--- src/hw/rtl/amdfs_pkg.sv ---
// Shared types, codes and constants for the adjacency matrix DFS block
package amdfs_pkg;

	localparam int MAX_VERTICES = 16;
	localparam int VERT_W       = $clog2(MAX_VERTICES);
	localparam int DEPTH_W      = $clog2(MAX_VERTICES + 1);
	localparam int VCOUNT_W     = 5;
	localparam int WEIGHT_W     = 16;

	localparam logic [WEIGHT_W-1:0] NO_EDGE_WEIGHT = 16'hFFFF;
	localparam logic [VCOUNT_W-1:0] VCOUNT_RESET   = 5'd16;

	localparam logic MODE_LOAD  = 1'b0;
	localparam logic MODE_START = 1'b1;

	typedef struct packed {
		logic                mode;
		logic [VERT_W-1:0]   row;
		logic [VERT_W-1:0]   col;
		logic [WEIGHT_W-1:0] weight;
		logic [VERT_W-1:0]   start_vertex;
	} in_item_t;

	typedef struct packed {
		logic [VERT_W-1:0] visited_vertex;
		logic              last;
	} out_item_t;

	typedef enum logic [1:0] {
		ST_IDLE,
		ST_WALK,
		ST_FLUSH
	} state_t;

	// Commands from controller to datapath
	typedef struct packed {
		logic load_entry;
		logic start;
		logic push;
		logic pop;
		logic emit_mid;
		logic emit_last;
	} cmd_t;

	// Status from datapath to controller
	typedef struct packed {
		logic found;
		logic depth_one;
		logic slot_free;
	} status_t;

endpackage

--- src/hw/rtl/amdfs_dp.sv ---
// Datapath: adjacency rows, visited flags, vertex stack, output word register
module amdfs_dp (
	input  logic                               clk,
	input  logic                               arst_n,
	input  logic                               cfg_we,
	input  logic [amdfs_pkg::VCOUNT_W-1:0]     cfg_wdata,
	input  amdfs_pkg::in_item_t                in_data,
	input  amdfs_pkg::cmd_t                    cmd,
	output amdfs_pkg::status_t                 status,
	output logic                               out_valid,
	input  logic                               out_stall,
	output amdfs_pkg::out_item_t               out_data
);

	logic [amdfs_pkg::MAX_VERTICES-1:0] adj_q [amdfs_pkg::MAX_VERTICES];
	logic [amdfs_pkg::VERT_W-1:0]       stack_q [amdfs_pkg::MAX_VERTICES];
	logic [amdfs_pkg::MAX_VERTICES-1:0] visited_q;
	logic [amdfs_pkg::DEPTH_W-1:0]      depth_q;
	logic [amdfs_pkg::VCOUNT_W-1:0]     vcount_q;
	logic [amdfs_pkg::VERT_W-1:0]       pending_q;
	logic                               out_valid_q;
	amdfs_pkg::out_item_t               out_q;

	logic [amdfs_pkg::VCOUNT_W-1:0]     count_use;
	logic [amdfs_pkg::MAX_VERTICES-1:0] scan_mask;
	logic [amdfs_pkg::VERT_W-1:0]       top_idx;
	logic [amdfs_pkg::VERT_W-1:0]       top_vertex;
	logic [amdfs_pkg::MAX_VERTICES-1:0] cand;
	logic [amdfs_pkg::VERT_W-1:0]       next_vertex;
	logic                               slot_free;

	// Clamp the vertex count and build the neighbor scan mask
	always_comb begin
		if (vcount_q > amdfs_pkg::VCOUNT_W'(amdfs_pkg::MAX_VERTICES)) begin
			count_use = amdfs_pkg::VCOUNT_W'(amdfs_pkg::MAX_VERTICES);
		end else begin
			count_use = vcount_q;
		end
		for (int i = 0; i < amdfs_pkg::MAX_VERTICES; i++) begin
			scan_mask[i] = (amdfs_pkg::VCOUNT_W'(i) < count_use);
		end
	end

	// Pick the lowest unvisited neighbor of the vertex on top of the stack
	assign top_idx    = amdfs_pkg::VERT_W'(depth_q - amdfs_pkg::DEPTH_W'(1));
	assign top_vertex = stack_q[top_idx];
	assign cand       = adj_q[top_vertex] & ~visited_q & scan_mask;

	always_comb begin
		next_vertex = '0;
		for (int i = amdfs_pkg::MAX_VERTICES - 1; i >= 0; i--) begin
			if (cand[i]) begin
				next_vertex = amdfs_pkg::VERT_W'(i);
			end
		end
	end

	assign slot_free        = !out_valid_q || !out_stall;
	assign status.found     = |cand;
	assign status.depth_one = (depth_q == amdfs_pkg::DEPTH_W'(1));
	assign status.slot_free = slot_free;

	// Hold the vertex count register
	always_ff @(posedge clk or negedge arst_n) begin
		if (!arst_n) begin
			vcount_q <= amdfs_pkg::VCOUNT_RESET;
		end else if (cfg_we) begin
			vcount_q <= cfg_wdata;
		end
	end

	// Write one presence bit of the matrix
	always_ff @(posedge clk or negedge arst_n) begin
		if (!arst_n) begin
			for (int i = 0; i < amdfs_pkg::MAX_VERTICES; i++) begin
				adj_q[i] <= '0;
			end
		end else if (cmd.load_entry) begin
			adj_q[in_data.row][in_data.col] <= (in_data.weight != amdfs_pkg::NO_EDGE_WEIGHT);
		end
	end

	// Advance visited flags and stack depth
	always_ff @(posedge clk or negedge arst_n) begin
		if (!arst_n) begin
			visited_q <= '0;
			depth_q   <= '0;
		end else if (cmd.start) begin
			visited_q <= amdfs_pkg::MAX_VERTICES'(1) << in_data.start_vertex;
			depth_q   <= amdfs_pkg::DEPTH_W'(1);
		end else if (cmd.push) begin
			visited_q[next_vertex] <= 1'b1;
			depth_q <= depth_q + amdfs_pkg::DEPTH_W'(1);
		end else if (cmd.pop) begin
			depth_q <= depth_q - amdfs_pkg::DEPTH_W'(1);
		end
	end

	// Push onto the stack and keep the newest visited vertex pending
	always_ff @(posedge clk) begin
		if (cmd.start) begin
			stack_q[0] <= in_data.start_vertex;
			pending_q  <= in_data.start_vertex;
		end else if (cmd.push) begin
			stack_q[amdfs_pkg::VERT_W'(depth_q)] <= next_vertex;
			pending_q <= next_vertex;
		end
	end

	// Hold the output word until it is taken
	always_ff @(posedge clk or negedge arst_n) begin
		if (!arst_n) begin
			out_valid_q <= 1'b0;
		end else if (cmd.emit_mid || cmd.emit_last) begin
			out_valid_q <= 1'b1;
		end else if (!out_stall) begin
			out_valid_q <= 1'b0;
		end
	end

	always_ff @(posedge clk) begin
		if (cmd.emit_mid || cmd.emit_last) begin
			out_q.visited_vertex <= pending_q;
			out_q.last           <= cmd.emit_last;
		end
	end

	assign out_valid = out_valid_q;
	assign out_data  = out_q;

`ifndef SYNTHESIS
	a_emit_free: assert property (@(posedge clk) disable iff (!arst_n)
		(cmd.emit_mid || cmd.emit_last) |-> slot_free)
		else $error("word emitted into a stalled output register");
	a_push_fresh: assert property (@(posedge clk) disable iff (!arst_n)
		cmd.push |-> !visited_q[next_vertex])
		else $error("pushed vertex already visited");
	a_depth_max: assert property (@(posedge clk) disable iff (!arst_n)
		depth_q <= amdfs_pkg::DEPTH_W'(amdfs_pkg::MAX_VERTICES))
		else $error("stack depth overflow");
	a_start_depth: assert property (@(posedge clk) disable iff (!arst_n)
		cmd.start |=> (depth_q == amdfs_pkg::DEPTH_W'(1)))
		else $error("start did not seed the stack");
`endif

endmodule

--- src/hw/rtl/amdfs_ctrl.sv ---
// Controller: sequences matrix loads and the stack walk of one traversal
module amdfs_ctrl (
	input  logic               clk,
	input  logic               arst_n,
	input  logic               in_valid,
	input  logic               in_mode,
	output logic               in_stall,
	input  amdfs_pkg::status_t status,
	output amdfs_pkg::cmd_t    cmd
);

	amdfs_pkg::state_t state_q;
	amdfs_pkg::state_t state_next;

	// Next state
	always_comb begin
		state_next = state_q;
		case (state_q)
			amdfs_pkg::ST_IDLE: begin
				if (in_valid && in_mode == amdfs_pkg::MODE_START) begin
					state_next = amdfs_pkg::ST_WALK;
				end
			end
			amdfs_pkg::ST_WALK: begin
				if (!status.found && status.depth_one) begin
					state_next = amdfs_pkg::ST_FLUSH;
				end
			end
			amdfs_pkg::ST_FLUSH: begin
				if (status.slot_free) begin
					state_next = amdfs_pkg::ST_IDLE;
				end
			end
			default: state_next = amdfs_pkg::ST_IDLE;
		endcase
	end

	// Outputs
	always_comb begin
		cmd      = '0;
		in_stall = 1'b1;
		case (state_q)
			amdfs_pkg::ST_IDLE: begin
				in_stall = 1'b0;
				if (in_valid) begin
					cmd.start      = (in_mode == amdfs_pkg::MODE_START);
					cmd.load_entry = (in_mode == amdfs_pkg::MODE_LOAD);
				end
			end
			amdfs_pkg::ST_WALK: begin
				if (status.found) begin
					// wait for the output slot before visiting the next vertex
					cmd.push     = status.slot_free;
					cmd.emit_mid = status.slot_free;
				end else begin
					cmd.pop = 1'b1;
				end
			end
			amdfs_pkg::ST_FLUSH: begin
				cmd.emit_last = status.slot_free;
			end
			default: begin
				cmd      = '0;
				in_stall = 1'b1;
			end
		endcase
	end

	always_ff @(posedge clk or negedge arst_n) begin
		if (!arst_n) begin
			state_q <= amdfs_pkg::ST_IDLE;
		end else begin
			state_q <= state_next;
		end
	end

`ifndef SYNTHESIS
	a_push_pop: assert property (@(posedge clk) disable iff (!arst_n)
		!(cmd.push && cmd.pop))
		else $error("push and pop in the same cycle");
	a_walk_end: assert property (@(posedge clk) disable iff (!arst_n)
		(state_q == amdfs_pkg::ST_WALK && !status.found && status.depth_one)
		|=> state_q == amdfs_pkg::ST_FLUSH)
		else $error("walk end did not flush the last vertex");
	a_idle_quiet: assert property (@(posedge clk) disable iff (!arst_n)
		(state_q == amdfs_pkg::ST_IDLE) |-> !(cmd.push || cmd.pop || cmd.emit_mid
		|| cmd.emit_last))
		else $error("stack activity while idle");
`endif

endmodule

--- src/hw/rtl/adjacency_matrix_dfs_order.sv ---
// Top level: depth-first traversal over an internal adjacency matrix
//
//   channel   dir   handshake                 payload
//   in        in    in_valid / in_stall       in_data  (mode, row, col, weight, start_vertex)
//   out       out   out_valid / out_stall     out_data (visited_vertex, last)
//   cfg       in    cfg_we                    cfg_wdata (vertex_count)
//
// A load word writes one matrix bit when taken. A start word that visits k vertices
// is taken, then the stack walk does one row scan per cycle (k-1 pushes of the lowest
// unvisited neighbor, k pops), and a final step sends the last vertex.
// A push, and the final send, wait while the output word is held under stall.
// Reset clears the matrix, flags and depth at once; no clearing pass is needed.
module adjacency_matrix_dfs_order (
	input  logic                           clk,
	input  logic                           arst_n,
	input  logic                           cfg_we,
	input  logic [amdfs_pkg::VCOUNT_W-1:0] cfg_wdata,
	input  logic                           in_valid,
	output logic                           in_stall,
	input  amdfs_pkg::in_item_t            in_data,
	output logic                           out_valid,
	input  logic                           out_stall,
	output amdfs_pkg::out_item_t           out_data
);

	amdfs_pkg::cmd_t    cmd;
	amdfs_pkg::status_t status;

	amdfs_ctrl u_ctrl (
		.clk      (clk),
		.arst_n   (arst_n),
		.in_valid (in_valid),
		.in_mode  (in_data.mode),
		.in_stall (in_stall),
		.status   (status),
		.cmd      (cmd)
	);

	amdfs_dp u_dp (
		.clk       (clk),
		.arst_n    (arst_n),
		.cfg_we    (cfg_we),
		.cfg_wdata (cfg_wdata),
		.in_data   (in_data),
		.cmd       (cmd),
		.status    (status),
		.out_valid (out_valid),
		.out_stall (out_stall),
		.out_data  (out_data)
	);

endmodule
--- config.mk ---
export PLATFORM = sky130hd
export DESIGN_NAME = adjacency_matrix_dfs_order
export DESIGN_NICKNAME = d
export VERILOG_FILES = /design/src/hw/rtl/amdfs_pkg.sv /design/src/hw/rtl/amdfs_dp.sv /design/src/hw/rtl/amdfs_ctrl.sv /design/src/hw/rtl/adjacency_matrix_dfs_order.sv
export SDC_FILE = /design/constraint.sdc
export NUM_CORES = 1
export LEC_CHECK = 0
export BUFFER_PORTS_ARGS = -buffer_cell sky130_fd_sc_hd__buf_4
export CORE_MARGIN = 4
export CORE_UTILIZATION = 25
export DETAILED_ROUTE_END_ITERATION = 12
export PLACE_DENSITY = 0.5
export SETUP_SLACK_MARGIN = 0.4
export SYNTH_ARGS = -nofsm -noshare
export SYNTH_HDL_FRONTEND = slang
export SYNTH_SLANG_ARGS = --single-unit
--- constraint.sdc ---
create_clock -name clk -period 5.7 [get_ports clk]
set_clock_uncertainty 0.15 [all_clocks]
set_input_delay 0 -clock clk [delete_from_list [all_inputs] [get_ports clk]]
set_output_delay 0 -clock clk [all_outputs]
set_load 0.02 [all_outputs]
==> flow_summary_export.csv <==
group,metric,value,unit
outcome,outcome,"finished, violations left",
outcome,violations,"negative hold slack",
die,dieWidth,278,um
die,io_pins,46,
global_routing,antenna_found_initial,0,
finish,fin_area,22100,um2
yosys,synth_fa_ha_area_frac,0.00206,
die,fp.dieH,278,um
clock_network,ctsLongestPathBuffers,3,
finish,syn2layout_area_growth,21.3,%
finish,final_cell_count_no_fill,2858,
yosys,synth_area_per_cell,9.87,um2
place,dp.cells,2738,
setup_path,cp-end-kind,"register",
detailed_routing,firstDrtPassIters,6,
yosys,synth_compound_area_frac,0.268,
yosys,ys.flop_type,"dfrtp_1",
sta,final.period_utilization,0.911,
yosys,synth_top_area_frac,0.390,
yosys,synth-simple-area-share,0.101,
detailed_routing,post_drt_wl_per_cell,22.5,um
sta,slew_viol_final,0,
detailed_routing,vias_per_cell,5.56,
finish,regArea,9330,um2
die,core_area,71900,um2
die,core.rowCount,98,
clock_network,htreeDepth,2,
die,initial_core_util,0.254,
place,dp_hpwl,40.8,mm
sta,final.min_clock_period,5.19,ns
yosys,synth_fp_nets,1890,
place,numPortBuffers,45,
sta,setup_viol_count_final,0,
global_routing,grt_overflow,0,
worst_hold_path,hold_path_class,"in2async",
detailed_routing,vias,15900,
setup_path,required,6.03,ns
clock_network,clock_latency,0.57,ns
clock_network,cts-root-buf,"clkbuf_16",
sta,fmax,0.192,GHz
sta,finalHoldViolCount,8,
global_routing,grt_pass1_vias,15300,
setup_path,cp_max_fo,25,
yosys,synthDistinctLibCells,82,
yosys,synthArstFlopShare,0.796,
sta,timing.hold.ws,-0.0243,ns
die,die_area,77300,um2
yosys,ys_ff_latch,358,
clock_network,clk_pin_slew,0.07,ns
detailed_routing,remaining_drc_errors,0,
global_routing,grt_first_pass_wirelength,97.9,mm
finish,multi_input_comb_area,8480,um2
yosys,ys.warnings.count,0,
place,placed_cell_area,19900,um2
detailed_routing,ant_nets,0,
sta,worstMarginPinSlew,1.26,ns
setup_path,setup.worst_path.class,"reg2reg",
setup_path,start_kind,"register",
finish,diodes,0,
detailed_routing,totalWireLength,64.4,mm
finish,fin_nets,1921,
sta,rsz0062_at_grt,"false",
sta,relSlewSlack,0.158,
yosys,synth_top_family_by_area,"compound AO/OA/AOI/OAI gates",
clock_network,cts.sink_count,358,
yosys,syn_area,18200,um2
flow_run,cap_violations,0,
yosys,ys_seq_area_frac,0.511,
clock_network,cts-buffers-inserted,40,
global_routing,gr-usage-all-layers,0.160,
place,gp_congestion,0.881,
setup_path,cp.arrival,5.53,ns
yosys,synth.area.top_cells,"dfrtp_1, edfxtp_1, a31oi_1",
yosys,syn_inst,1848,
yosys,yosys.area.top_type,"dfrtp_1",
yosys,synth.area.mux_share,0.0678,
global_routing,grt_max_degree,222,
finish,fillCellCount,7432,
yosys,synth_edf_count,73,
clock_network,cts_tree,"done",
detailed_routing,drt-initial-drc-count,1889,
yosys,synth_xor_area_frac,0.000892,
finish,drive_above_1_share,0.181,
layout by cell type (no fill, tap or decap), drive strengths merged, types with 45 or more instances in the layout:
| master | n |
|---|---|
| a21oi | 304 |
| dfrtp | 284 |
| a31oi | 268 |
| buf | 151 |
| nand2 | 128 |
| edfxtp | 73 |
| nor2 | 68 |
| mux2i | 65 |
| clkbuf | 59 |
| o21ai | 45 |
final timing paths:
| kind | end | cells after the start | from | slack, ns |
|---|---|---|---|---|
| worst min register to register | u_dp.out_data[4]$_DFFE_PP_ | 0 | u_dp.pending_q[3]$_DFFE_PP_ | 0.26 |
| min in group clk | u_dp.vcount_q[4]$_DFFE_PN1P_ | 4 | cfg_wdata[4] | 0.07 |
| worst min-delay path | u_dp.adj_q[226]$_DFFE_PN0P_ | 2 | arst_n | -0.02 |
| worst max-delay path | u_dp.depth_q[4]$_DFFE_PN0P_ | 18 | u_dp.depth_q[0]$_DFFE_PN0P_ | 0.51 |
| max in group asynchronous | u_dp.depth_q[2]$_DFFE_PN0P_ | 3 | arst_n | 3.98 |
| worst max register to register | u_dp.depth_q[4]$_DFFE_PN0P_ | 18 | u_dp.depth_q[0]$_DFFE_PN0P_ | 0.51 |
Yosys cell counts (6+ instances only):
cell type and instances:
and2_1 9, mux4_2 12, a211oi_1 19, a21oi_1 303
o2111ai_1 7, mux2_1 9, mux2_2 19, nor3_1 37
nand2_1 128, and4_1 6, inv_1 20, o211ai_1 15
dfrtp_1 284, nor2b_1 8, nor4_1 18, nand4_1 18
o311ai_0 9, clkbuf_1 161, nor2_1 66, nand2b_1 15
buf_2 27, o31ai_1 22, edfxtp_1 73, a31oi_1 268
a22oi_1 11, o21ai_0 40, o22ai_1 8, o31a_1 18
nand3_1 36, mux2i_1 65
layout make-up:
cell class,count,area share
sequential,358,0.422
multi-input combinational,1274,0.383
timing repair buffer,185,0.0731
clock buffer,58,0.0552
tap,950,0.0538
clock inverter,13,0.00923
inverter,20,0.00340
critical path, cell delays in order (launching register included):
cell and delay [ns]:
dfrtp_1 0.38, buf_4 0.25, o31a_1 0.32, nor2_2 0.32, buf_4 0.22, mux2i_2 0.21, buf_4 0.32, nand2_2 0.22
buf_4 0.25, a221oi_1 0.35, a211oi_1 0.09, a22oi_1 0.36, buf_4 0.20, nor2b_1 0.20, nand2b_2 0.16, buf_4 0.19
nor4_1 0.45, a2bb2o_1 0.25, mux2i_1 0.19
sequential cells by signal, indices dropped and copies added (netlist names):
register	cells
u_dp.pending_q	4
u_dp.adj_q	256
u_dp.vcount_q	5
u_ctrl.state_q	2
u_dp.stack_q	64
u_dp.depth_q	5
u_dp.out_valid	1
u_dp.out_data	5
u_dp.visited_q	16
per-layer routing:
layer	GRT usage	vias to the layer above	wire length, um
li1	-	7175	-
met4	0.0491	0	1860
met3	0.0260	99	4310
met1	0.223	7917	28300
met2	0.257	696	29900
met5	0	-	0
stage by stage:
| stage | util | TNS [ns] | setup WS (ns) |
|---|---|---|---|
| after global placement | 0.277 | 0 | 0.0273 |
| after detailed placement | 0.277 | -0.383 | -0.0958 |
| after global routing | 0.308 | 0 | 0.402 |
| after CTS | 0.304 | 0 | 0.377 |
| final | 0.308 | 0 | 0.505 |
| after floorplan | - | 0 | 0.431 |
timing repair:
action | 4_1_cts | 5_1_grt
setup buffers | 2 | 12
endpoints found under the setup margin | 124 | 155
resized for setup | 25 | 28
cloned | 1 | 1
pin swaps | 3 | 5
endpoints found under the hold margin | 373 | 0
hold buffers | 33 | 0
kinds of logic (layout without fill, tap and decap cells):
| group | after synthesis | count (layout) |
|---|---|---|
| AO/OA/AOI/OAI | 789 | 790 |
| AND/OR/NAND/NOR | 375 | 375 |
| flip-flops | 358 | 358 |
| buffers and inverters | 217 | 276 |
| multiplexers | 105 | 105 |
| adder cells (fa/ha/maj) | 3 | 3 |
| XOR/XNOR | 1 | 1 |
Power is left out: the tool's default activity adds up to more than one toggle a clock period on the data nets, which glitch-free logic cannot reach.
